==> src/rtl/core/opc_pkg.sv <==
package opc_pkg;

	// number of cordic micro-rotations per chain
	localparam int unsigned CORDIC_STAGES = 16;
	// fraction bits of the position words
	localparam int unsigned POSITION_FRACTION_BITS = 16;

	// width of the cell stage index (covers up to 32 stages)
	localparam int unsigned IDX_W = 5;
	// datapath width of the cordic vector components
	localparam int unsigned W = 36;
	// width of the cordic angle accumulator
	localparam int unsigned ZW = 34;

	localparam logic [31:0] HALF_TURN = 32'h8000_0000;
	localparam logic [31:0] QUARTER_TURN = 32'h4000_0000;
	localparam logic [31:0] INV_GAIN = 32'h9B74_EDA8;

	// reset threshold: 0.05 m rounded at the position scale, saturated
	localparam longint unsigned MIN_RAW =
		((64'd3355443 << POSITION_FRACTION_BITS) + (64'd1 << 25)) >> 26;
	localparam logic [15:0] MIN_RESET = (MIN_RAW > 64'd65535) ? 16'hFFFF : 16'(MIN_RAW);

	// arctangent of 2^-i in 32-bit binary angle
	localparam logic [31:0] ATAN_TAB [32] = '{
		32'h20000000, 32'h12E4051E, 32'h09FB385B, 32'h051111D4, 32'h028B0D43,
		32'h0145D7E1, 32'h00A2F61E, 32'h00517C55, 32'h0028BE53, 32'h00145F2F,
		32'h000A2F98, 32'h000517CC, 32'h00028BE6, 32'h000145F3, 32'h0000A2FA,
		32'h0000517D, 32'h000028BE, 32'h0000145F, 32'h00000A30, 32'h00000518,
		32'h0000028C, 32'h00000146, 32'h000000A3, 32'h00000051, 32'h00000029,
		32'h00000014, 32'h0000000A, 32'h00000005, 32'h00000003, 32'h00000001,
		32'h00000001, 32'h00000000
	};

	// per-word side data travelling down the pipeline
	typedef struct packed {
		logic signed [31:0] gx;
		logic signed [31:0] gy;
		logic [15:0] hd;
		logic [15:0] dh;
		logic [15:0] oh;
		logic [15:0] gh;
		logic vneg;
		logic vzero;
		logic bwd;
	} opc_side_t;

endpackage

==> src/rtl/core/opc_cell.sv <==
module opc_cell (
	input  logic clk,
	input  logic en,
	input  logic vec,
	input  logic [opc_pkg::IDX_W-1:0] idx,
	input  logic signed [opc_pkg::W-1:0] x_i,
	input  logic signed [opc_pkg::W-1:0] y_i,
	input  logic signed [opc_pkg::ZW-1:0] z_i,
	output logic signed [opc_pkg::W-1:0] x_q,
	output logic signed [opc_pkg::W-1:0] y_q,
	output logic signed [opc_pkg::ZW-1:0] z_q
);
	import opc_pkg::*;

	logic signed [W-1:0] xs, ys;
	logic signed [ZW-1:0] a;
	logic up;

	// one micro-rotation: direction from angle sign or from y sign
	always_comb begin
		xs = x_i >>> idx;
		ys = y_i >>> idx;
		a = ZW'(ATAN_TAB[idx]);
		up = vec ? y_i[W-1] : !z_i[ZW-1];
	end

	always_ff @(posedge clk) begin
		if (en) begin
			if (up) begin
				x_q <= x_i - ys;
				y_q <= y_i + xs;
				z_q <= z_i - a;
			end else begin
				x_q <= x_i + ys;
				y_q <= y_i - xs;
				z_q <= z_i + a;
			end
		end
	end
endmodule

==> config.mk <==
export PLATFORM = sky130hd
export DESIGN_NAME = opc_cell
export DESIGN_NICKNAME = d
export VERILOG_FILES = /design/src/rtl/core/opc_pkg.sv /design/src/rtl/core/opc_cell.sv
export SDC_FILE = /design/constraint.sdc
export NUM_CORES = 1
export LEC_CHECK = 0
export BUFFER_PORTS_ARGS = -buffer_cell sky130_fd_sc_hd__buf_2
export CORE_ASPECT_RATIO = 2
export CORE_MARGIN = 2
export CORE_UTILIZATION = 25
export DETAILED_ROUTE_END_ITERATION = 6
export GPL_TIMING_DRIVEN = 1
export PLACE_DENSITY = 0.46
export SLEW_MARGIN = 20
export SYNTH_ARGS = -nofsm -noshare
export SYNTH_HDL_FRONTEND = slang
export SYNTH_SLANG_ARGS = --single-unit
==> constraint.sdc <==
create_clock -name clk -period 15.19 [get_ports clk]
set_input_delay 3.038 -clock clk [delete_from_list [all_inputs] [get_ports clk]]
set_output_delay 3.038 -clock clk [all_outputs]
set_load 0.005 [all_outputs]
After elaboration in Yosys (flattened, before gate mapping)

Memories as Yosys holds them, arrays and structs flattened.
Index checks and enable logic that the tools add are counted.

Flip-flop bits (word level): 106
Bits in read-only memories: 1024
Input port bits: 114
Output and inout bits: 106
Logic and storage cells: 21
Memories: 1

Memory list:

| name             | depth | bits a word | rd ports | clocked after Yosys merged registers in | wr ports | line           | RTL |
|---|---|---|---|---|---|---|---|
| (name not given) | 32    | 32          | 1        | 0                                       | 0        | opc_cell.sv:23 | `a = ZW'(ATAN_TAB[idx]);` |

$add $sub $neg: 6
$lt $le $gt $ge: 1
Shift operators: 2
Multiplexer cells: 6
Bitwise gates (word level): 1
Reductions and logical operators: 1

Operators by type and width:

| operator           | count |
|---|---|
| $add 36x36->36     | 2 |
| $mux 36            | 2 |
| $sshr 36x5->36     | 2 |
| $sub 36x36->36     | 2 |
| $mux 32            | 2 |
| $add 34x33->34     | 1 |
| $mux 34            | 1 |
| $sub 34x33->34     | 1 |
| $ge 6x6->1 const B | 1 |
| $not 5->6          | 1 |
| $logic_not 1->1    | 1 |
| $mux 1             | 1 |

Longest topological paths before layout

Gate-level depths: netlist of run 1.

Word-level depth: 6
Depth in mapped cells: 29
Mapped depth without buffers: 24

Worst setup path after synthesis of run 1

OpenSTA, ideal clock, no wires.

Path kind: input to register
Start point: input idx[0] (netlist name)
End point: register x_q[35] (netlist name) (data pin)
Setup time: 0.260 ns
Arrival: 8.455 ns
Data required time: 14.930 ns
Path slack: 6.476 ns
Cell stages on the path: 25
Path buffers: 5
Cell sequence: buf_6 buf_6 buf_2 buf_2 mux4_2 nand2_1 nand3_1 nor4_1 and3_1 buf_2 nor4b_4 inv_1 o21ai_0 xor2_1 ha_1 and3_1 o31a_1 a311oi_1 o21ai_0 o41a_1 o21a_1 o21ai_0 nand2b_1 a41oi_1 xnor2_1

Word-level cells in the longest chain between the ends: 3
Elaborated cells between the ends (all ways): 4
Those cells by class: 2 x add/sub; 1 x shift; 1 x mux

RTL lines:

| item                                             | line                           | RTL |
|---|---|---|
| start, declared                                  | opc_cell.sv:5                  | `input logic [opc_pkg::IDX_W-1:0] idx,` |
| $sshr 36x5->36 *                                 | opc_cell.sv:22                 | `ys = y_i >>> idx;` |
| $add 36x36->36 or $sub 36x36->36 (tied branches) | opc_cell.sv:34, opc_cell.sv:30 |  |
| $mux 36 *                                        | opc_cell.sv:29                 | `if (up) begin` |
| end signal, assigned                             | opc_cell.sv:30                 | `x_q <= x_i - ys;` |
| end signal, assigned                             | opc_cell.sv:34                 | `x_q <= x_i + ys;` |
| end, declared                                    | opc_cell.sv:9                  | `output logic signed [opc_pkg::W-1:0] x_q,` |

Every way passes the cells marked *; elsewhere a longest branch is shown, timed or not.
A chain may end at the register's enable or synchronous reset.

Worst setup path in the final report of run 1

Ends and elaborated chain as after synthesis.

==> flow_summary.yaml, run 1 <==
die:
  die_area_um2: 68100
  core_um2: 65600
  die_w_um: 186
  die-height_um: 367
  initial_core_util_pct: 25.1
  placementRows: 133
  pin_count: 220
setup_path:
  worstSetupStartpointType: "input pin"
  arrival_ns: 10.95
  max_stage_delay_ns: 0.82
  worst_setup_path_end_kind: "flip-flop"
  critical-path-slowest-cell: "buf_4"
  crit_chain: "buf_6 -> buf_4 -> mux4_2 -> mux2_2 -> a222oi_1 -> nand3_1 -> nor4_1 -> and3_1 -> nor4b_4 -> inv_1 -> o21ai_0 -> xor2_1 -> ha_1 -> and3_1 -> o31a_1 -> a311oi_1 -> o21ai_0 -> o41a_1 -> o21a_1 -> o21ai_0 -> nand2b_1 -> a41oi_1 -> xnor2_1"
  worst-path-max-fanout: 77
  cpMostUsedCell: "o21ai_0"
  required_ns: 15.36
  path_class: "in2reg"
  worst-path-buf-inv: 3
  crit_family: "compound AO/OA/AOI/OAI gates"
cells_and_area:
  num-fill-cells: 7130
  final_common_cell: "buf_2"
  syn_to_final_growth_pct: 13.5
  finalNetCount: 2220
  drive_gt1_share_pct: 22.3
  layout_common_cells: "buf_2, nand2_1, a21oi_1"
  final_util_pct: 28.5
pwr:
  p_per_area_nw_per_um2: 97.9
  power.leakage_nw: 7.38
  ir_worst_vdd_mv: 0.0693
clock_network:
  cts_tree: "built"
  cts_hold_buf: 0
  cts_max_level: 3
  post-cts-setup-buffers: 0
  clock_path_buffers: 2
  clk_pin_slew_worst_paths_ns: 0.07
  clockRootBuffer: "clkbuf_16"
  cts_buffers: 9
  clock-sinks: 106
  ctsResizeCount: 0
sta:
  finalCritPeriodShare_pct: 70.9
  setup_tns_ns: 0
  final_hold_viol_count: 0
  worstMarginPinSlew_ns: 1.19
  grt_setup_unrepaired: "no"
  fin_crit_ns: 10.78
  slew_violations: 0
  max_freq_mhz: 92.8
  maxSlewHeadroom_pct: 20.4
  setup_viol: 0
global_routing:
  grt_pass1_wl_um: 115000
  grt_pass1_vias: 16800
  grt_max_degree: 78
  grt_overflow: 0
  track_usage_pct: 23.3
  antenna_found_initial: 5
yosys:
  synthXorXnorAreaFrac_pct: 9.78
  yosys_register_bits: 106
  synth-compound-area-share_pct: 22.8
  ys_types: 89
  ys.flop_type: "edfxtp_1"
  synth_nets: 2067
  yosys.area_share.adder_pct: 9.15
  synth_cells: 1835
  synthSimpleGateAreaFrac_pct: 15.4
  syn_area_um2: 16500
  syn_area_per_cell_um2: 8.98
  ys_warn_count: 0
  synth_edf_count: 106
  synthMuxAreaShare_pct: 19.3
  ys_seq_area_share_pct: 19.3
  ys_async_sr_fraction_pct: 0
  synth_top_family_by_area: "compound AO/OA/AOI/OAI gates"
place:
  post-dp-hpwl_um: 63300
  io_buffers: 219
  routabilityCongestion: 0.984
min_path:
  hold_class: "in2reg"
job:
  cap_violations: 0
route:
  drt_iter0_drc: 1382
  vias_per_cell: 5.67
  vias: 16300
  wl_per_cell_um: 27.7
  detail-route-antenna-nets: 0
  drc: 0
  firstDrtPassIters: 5
  wl_um: 79500
status:
  outcome: "finished clean"
-- through the flow --
stage                     hold WS [ns]  setup slack, ns  power [mW]  std cells  instance area, um2
final                             2.94             4.41        1.83       2872               18700
after global routing              2.95             3.86        1.96       2871               18700
after global placement            3.40             4.03        1.57       2853               18400
after CTS                         2.91             4.49        1.85       2869               18700
after floorplan                   3.15             6.48        1.18       1835               16500
after detailed placement          3.39             4.04        1.57       2853               18400
-- flip-flops by register name, summed over array words and instances, names as in the netlist --
signal	cells
x_q	36
y_q	36
z_q	34
-- worst paths after layout --
check / cells after the start / start / to / slack (ns)
max: 23 / idx[0] / x_q[35] / 4.41
min: 2 / y_i[0] / y_q[0] / 2.94
-- logic make-up after synthesis --
logic type / Yosys count
XOR/XNOR: 184
multiplexers: 189
flip-flops: 106
buffers and inverters: 152
AND/OR/NAND/NOR: 518
adder cells (fa/ha/maj): 119
AO/OA/AOI/OAI: 567
-- synth_stat cells, types with 11 or more instances --
cell type / count / area (um2)
buf_4: 12 / 90.1
mux4_2: 98 / 2210
nand3_1: 23 / 115
a22oi_1: 11 / 82.6
inv_1: 48 / 180
a31oi_1: 30 / 188
xor2_1: 65 / 569
mux2i_1: 45 / 450
nand2_1: 154 / 578
nor3_1: 22 / 110
buf_1: 12 / 45.0
edfxtp_1: 106 / 3180
o211ai_1: 15 / 113
and3_1: 25 / 156
xnor2_1: 119 / 1040
and2_1: 20 / 125
o21bai_1: 14 / 105
nor2_1: 149 / 559
o21a_1: 29 / 218
mux2_2: 46 / 518
o22ai_1: 18 / 113
a211oi_1: 13 / 97.6
o21ai_0: 102 / 510
nor2b_1: 31 / 194
a221oi_1: 14 / 123
clkbuf_1: 48 / 180
nand2b_1: 31 / 194
or2_2: 11 / 68.8
o31ai_1: 13 / 97.6
a21oi_1: 151 / 756
buf_2: 22 / 110
ha_1: 115 / 1440
a21o_1: 43 / 323
-- layer usage --
layer	vias to the layer above	GRT usage, %	part of all wire [%]
met1	8041	23.5	35
met2	695	41.4	51
met3	199	4.05	5.3
li1	7344	-	-
met5	-	0	0.060
met4	8	18.6	9.2
-- cell type report --
cell class / instances / area (um2) / share of cell area, %
multi-input cells: 1577 / 12600 / 67.5
flip-flops and latches: 106 / 3180 / 17.0
repair buffers: 245 / 1310 / 6.99
well taps: 877 / 1100 / 5.86
clock buffers: 10 / 229 / 1.22
inverters: 49 / 184 / 0.983
clock inverters: 6 / 75.1 / 0.401
diodes: 2 / 5.00 / 0.0267
-- where the power goes --
group	switching [mW]	internal [mW]	leakage [nW]	total (mW)
clock	0.133	0.130	0.145	0.263
combinational	0.650	0.445	6.20	1.09
sequential	0.0229	0.452	1.04	0.475
Power figures use the tool's default switching activity.
==> inputs of run 2 (changes only) <==
- ABC_AREA: unset -> 1
- clock period: 15.19 -> 10.2 ns (I/O delays scaled with it)
==> run 2 against run 1 <==
- the run now ends with DRC left
- global-route usage decreased by 0.79 points
- total power increased by 45%
- sequential cell count unchanged
- combinational power increased by 45%
- die area increased by 1.7%
- final area increased by 1.1%
- cell count increased by 30%
- core utilization decreased by 0.13 points
- count of clock-buffer cells in the layout unchanged
- critical path depth increased by 7
==> flow_summary.yaml, run 2 <==
clock_network:
  cts_tree: "built"
  clock-sinks: 106
  post-cts-setup-buffers: 0
  cts_max_level: 3
  clockRootBuffer: "clkbuf_16"
  cts_hold_buf: 0
  clock_path_buffers: 2
  clk_pin_slew_worst_paths_ns: 0.07
  cts_buffers: 9
  ctsResizeCount: 0
route:
  vias_per_cell: 5.05
  drc: 1
  detail-route-antenna-nets: 0
  vias: 18800
  drt_iter0_drc: 1229
  wl_um: 79200
  wl_per_cell_um: 21.3
  firstDrtPassIters: 7
cells_and_area:
  finalNetCount: 3070
  final_cell_count_no_fill: 3727
  finalInstanceArea_um2: 18900
  diodes: 0
  layout_common_cells: "nand2_1, nand3_1, inv_1"
  reg.largest.list: "x_q: 36 flops, y_q: 36 flops, z_q: 34 flops"
  final_common_cell: "nand2_1"
  syn_to_final_growth_pct: 12.8
  drive_gt1_share_pct: 12.5
setup_path:
  worst_setup_path_end_kind: "flip-flop"
  worst-path-max-fanout: 36
  path_class: "in2reg"
  cpMostUsedCell: "nand2_1"
  max_stage_delay_ns: 0.38
  critical-path-slowest-cell: "buf_4"
  worstSetupStartpointType: "input pin"
  required_ns: 10.39
  arrival_ns: 7.64
sta:
  max_freq_mhz: 134
  maxSlewHeadroom_pct: 39.3
  setup_tns_ns: 0
  setup_viol: 0
  finalCritPeriodShare_pct: 73.0
  slew_violations: 0
  final_hold_viol_count: 0
  setup_slack_ns: 2.75
  fin_crit_ns: 7.45
  worstMarginPinSlew_ns: 0.908
  grt_setup_unrepaired: "no"
yosys:
  synth_cells: 2681
  synth_most_common_cell: "nand2_1"
  ys_async_sr_fraction_pct: 0
  synth-compound-area-share_pct: 13.1
  netlist_top_cells_area: "edfxtp_1, nand2_1, nand3_1, ha_1, xor2_1"
  ys_warn_count: 0
  ys_top_cells_by_count: "nand2_1, nand3_1, inv_1"
  syn_area_per_cell_um2: 6.26
  synth_edf_count: 106
  synth_area_leader_cell: "edfxtp_1"
  synthSimpleGateAreaFrac_pct: 40.8
  yosysTopAreaCellShare_pct: 19.0
  ys.flop_type: "edfxtp_1"
  synthMuxAreaShare_pct: 0
  synthXorXnorAreaFrac_pct: 8.98
  synth_top_family_by_area: "simple AND/OR/NAND/NOR gates"
  yosys.area_share.adder_pct: 8.94
  yosys_register_bits: 106
  syn_area_um2: 16800
  ys_types: 58
  synth_nets: 2913
  ys_seq_area_share_pct: 19.0
place:
  io_buffers: 219
  post-dp-hpwl_um: 65400
  routabilityCongestion: 1.01
  dp.cells: 3711
  placed_area_um2: 18600
  dp_slack_ns: 2.32
global_routing:
  antenna_found_initial: 0
  track_usage_pct: 22.5
  grt_max_degree: 85
  grt_overflow: 0
  grt_pass1_vias: 19200
  grt_pass1_wl_um: 115000
pwr:
  p_switching_mw: 1.26
  p_int_mw: 1.40
  p_seq_share_pct: 26.5
  power_mw: 2.66
  power.share.clock_pct: 14.2
  swShare_pct: 47.3
  ir_worst_vdd_mv: 0.107
  p_per_area_nw_per_um2: 141
  p_comb_share_pct: 59.3
  power.leakage_nw: 9.23
min_path:
  min_path_cells: 2
  hold_class: "in2reg"
  min_to: "y_q[0]"
  min_from: "y_i[0]"
die:
  placementRows: 134
  core_um2: 66600
  initial_core_util_pct: 25.2
  pin_count: 220
  die_area_um2: 69300
  die-height_um: 370
  die_w_um: 187
job:
  cap_violations: 0
status:
  outcome: "finished, violations left"
  violations: "DRC"
run 2: changes by cell type after synthesis, sizes merged, moves of 46 or more:
cell	delta
mux2	-46
mux4	-98
nor2	+78
inv	+219
nand3	+377
xor2	+60
xnor2	-72
nand2	+702
run 2: area by class of cell:
type                            count  area, um2
Fill cell                        7703      47700
Multi-Input combinational cell   2216      12100
Sequential cell                   106       3180
Timing Repair Buffer              238       1270
Tap cell                          884       1110
Inverter                          267       1000
Clock buffer                       10        229
Clock inverter                      6       55.1
run 2: through the flow:
stage / utilization (%) / hold WS [ns]
after floorplan: - / 2.15
after global placement: 28.0 / 2.43
after detailed placement: 28.0 / 2.43
after CTS: 28.4 / 2.00
after global routing: 28.4 / 2.02
final: 28.4 / 2.04
run 2: layer usage:
| metal | vias up | wire length, um | GRT usage, % |
|---|---|---|---|
| li1 | 9264 | - | - |
| met1 | 8695 | 28500 | 22.3 |
| met2 | 625 | 41400 | 42.7 |
| met3 | 219 | 3060 | 2.54 |
| met4 | 0 | 6180 | 17.0 |
| met5 | - | 0 | 0 |
run 2: cell families after synthesis:
kind of cell,after synthesis
simple gates,1554
flops,106
fa+ha+maj,118
xor+xnor,172
compound gates,372
buf+inv,359
run 2: how the worst max path moves through the flow:
stage                     startpoint       to  slack, ns  depth (start not counted)
after floorplan               idx[0]  z_q[22]       4.19                         24
after global placement        idx[1]  y_q[35]       2.28                         30
after detailed placement      idx[1]  y_q[35]       2.32                         30
after CTS                     idx[1]  y_q[35]       2.79                         30
after global routing          idx[1]  x_q[23]       2.13                         28
final                         idx[1]  y_q[35]       2.75                         30
run 2: power by group through the flow:
stage	Combinational (mW)	Clock, mW	Sequential [mW]
5_1_grt	1.76	0.405	0.720
2_1_floorplan	0.999	0	0.733
4_1_cts	1.58	0.398	0.709
3_3_place_gp	1.58	0	0.718
6_report	1.58	0.378	0.705
3_5_place_dp	1.57	0	0.716
run 2: worst max-delay path, delay by kind of cell:
| kind | cells | cell delay (ns) |
|---|---|---|
| AND/OR/NAND/NOR | 15 | 2.02 |
| AO/OA/AOI/OAI | 6 | 1.48 |
| buffers and inverters | 7 | 1.52 |
| adder cells (fa/ha/maj) | 1 | 0.34 |
| XOR/XNOR | 1 | 0.17 |
==> inputs of run 3 (changes only) <==
- clock period: 10.2 -> 7.5 ns (I/O delays scaled with it)
==> run 3 against run 2 <==
- the run now ends clean
- critical path depth fell by 7
- sequential power rose by 36%
- total power rose by 36%
- setup slack got worse by 1.5 ns
- die area did not move
- global-route usage fell by 0.48 points
- clock power rose by 26%
- sequential share of layout area fell by 0.16 points
- via count fell by 0.72%
- hold slack got worse by 0.56 ns
- final area rose by 0.98%
- largest cell class unchanged
- highest routed layer unchanged
==> flow_summary.yaml, run 3 (synthesis results as in run 2) <==
die:
  placementRows: 134
  pin_count: 220
  initial_core_util_pct: 25.2
  die_w_um: 187
  die-height_um: 370
  die_area_um2: 69300
  core_um2: 66600
global_routing:
  grt_pass1_wl_um: 114000
  grt_pass1_vias: 19100
  grt_max_degree: 85
  grt_overflow: 0
  grt_util_met1_pct: 21.8
  grtUsageMet3_pct: 1.95
  antenna_found_initial: 5
  top_usage_layer: "met2"
  grt_use_met2_pct: 42.3
  track_usage_pct: 22.0
setup_path:
  worst_setup_path_end_kind: "flip-flop"
  required_ns: 7.67
  cpMostUsedCell: "nand2_1"
  worstSetupStartpointType: "input pin"
  worst-path-buf-inv: 4
  crit_chain: "buf_2 -> inv_2 -> ha_1 -> nor2_2 -> o21ai_0 -> nand2_1 -> nand2_1 -> nand2_1 -> inv_1 -> nand2_1 -> nor2_1 -> nand2_1 -> nand2_1 -> xor2_1 -> ha_1 -> a21oi_1 -> inv_1 -> a31oi_1 -> a21boi_0 -> o21ai_1 -> a21boi_0 -> o21ai_1 -> xor2_1"
  max_stage_delay_ns: 0.68
  path_class: "in2reg"
  arrival_ns: 6.47
  critical-path-slowest-cell: "a21boi_0"
  worst-path-max-fanout: 16
  crit_family: "compound AO/OA/AOI/OAI gates"
  path_depth: 23
route:
  firstDrtPassIters: 5
  drc: 0
  vias: 18700
  drt_iter0_drc: 1142
  wl_per_cell_um: 20.6
  wl_um: 77200
  vias_per_cell: 4.98
  detail-route-antenna-nets: 0
pwr:
  power.leakage_nw: 9.33
  p_switching_mw: 1.72
  ir_worst_vdd_mv: 0.141
  p_seq_share_pct: 26.6
  power.share.clock_pct: 13.2
  swShare_pct: 47.6
  p_comb_share_pct: 60.1
  p_per_area_nw_per_um2: 189
  power_mw: 3.61
  p_int_mw: 1.89
clock_network:
  cts_buffers: 9
  cts_max_level: 3
  clock_path_buffers: 2
  clk_pin_slew_worst_paths_ns: 0.08
  ctsResizeCount: 0
  post-cts-setup-buffers: 0
  cts_tree: "built"
  clock-sinks: 106
  clockRootBuffer: "clkbuf_16"
  cts_hold_buf: 0
sta:
  finalCritPeriodShare_pct: 83.9
  final_hold_viol_count: 0
  fin_crit_ns: 6.30
  setup_tns_ns: 0
  setup_slack_ns: 1.20
  max_freq_mhz: 159
  slew_violations: 0
  setup_viol: 0
  maxSlewHeadroom_pct: 25.4
  worstMarginPinSlew_ns: 1.11
  grt_setup_unrepaired: "no"
place:
  io_buffers: 219
  placed_area_um2: 18800
  dp_slack_ns: 0.832
  post-dp-hpwl_um: 65000
  routabilityCongestion: 0.954
job:
  cap_violations: 0
min_path:
  hold_class: "in2reg"
  min_from: "y_i[0]"
  min_to: "y_q[0]"
  min_path_cells: 2
cells_and_area:
  final_common_cell: "nand2_1"
  num-fill-cells: 7658
  reg.largest.list: "x_q: 36 flops, y_q: 36 flops, z_q: 34 flops"
  finalNetCount: 3088
  layout_common_cells: "nand2_1, nand3_1, inv_1"
  finalInstanceArea_um2: 19100
  drive_gt1_share_pct: 13.1
  syn_to_final_growth_pct: 13.9
status:
  outcome: "finished clean"
==> run 3: worst max path at each step <==
stage / slack [ns] / end / start
CTS: 1.29 / z_q[24] / idx[1]
detailed placement: 0.83 / z_q[24] / idx[1]
global route: 0.81 / z_q[24] / idx[1]
floorplan: 2.03 / z_q[22] / idx[0]
finish: 1.20 / z_q[24] / idx[1]
global placement: 0.81 / z_q[24] / idx[1]
==> run 3: routing by layer <==
layer	up-vias	routed length [um]
li1	9309	-
met1	8599	27700
met3	180	2720
met5	-	0
met2	579	40800
met4	0	5950
==> run 3: metrics by stage <==
step	utilization [%]	cells	hold slack (ns)
2_1_floorplan	-	2681	1.61
3_3_place_gp	28.3	3729	1.89
3_5_place_dp	28.3	3729	1.89
4_1_cts	28.7	3744	1.44
5_1_grt	28.7	3747	1.48
6_report	28.7	3751	1.48
==> run 3: cell type report <==
cell class | count | area, um2 | share of cell area (%)
clock inverters | 5 | 30.0 | 0.157
flip-flops and latches | 106 | 3180 | 16.7
well taps | 884 | 1110 | 5.79
clock buffers | 10 | 229 | 1.20
inverters | 267 | 1000 | 5.26
diodes | 7 | 17.5 | 0.0917
repair buffers | 256 | 1460 | 7.67
multi-input cells | 2216 | 12100 | 63.2
==> run 3: power groups by stage <==
| stage | clock network, mW | logic, mW | registers [mW] |
|---|---|---|---|
| finish | 0.477 | 2.17 | 0.962 |
| global route | 0.508 | 2.41 | 0.980 |
| CTS | 0.505 | 2.18 | 0.968 |
| detailed placement | 0 | 2.16 | 0.976 |
| global placement | 0 | 2.18 | 0.980 |
| floorplan | 0 | 1.36 | 0.997 |
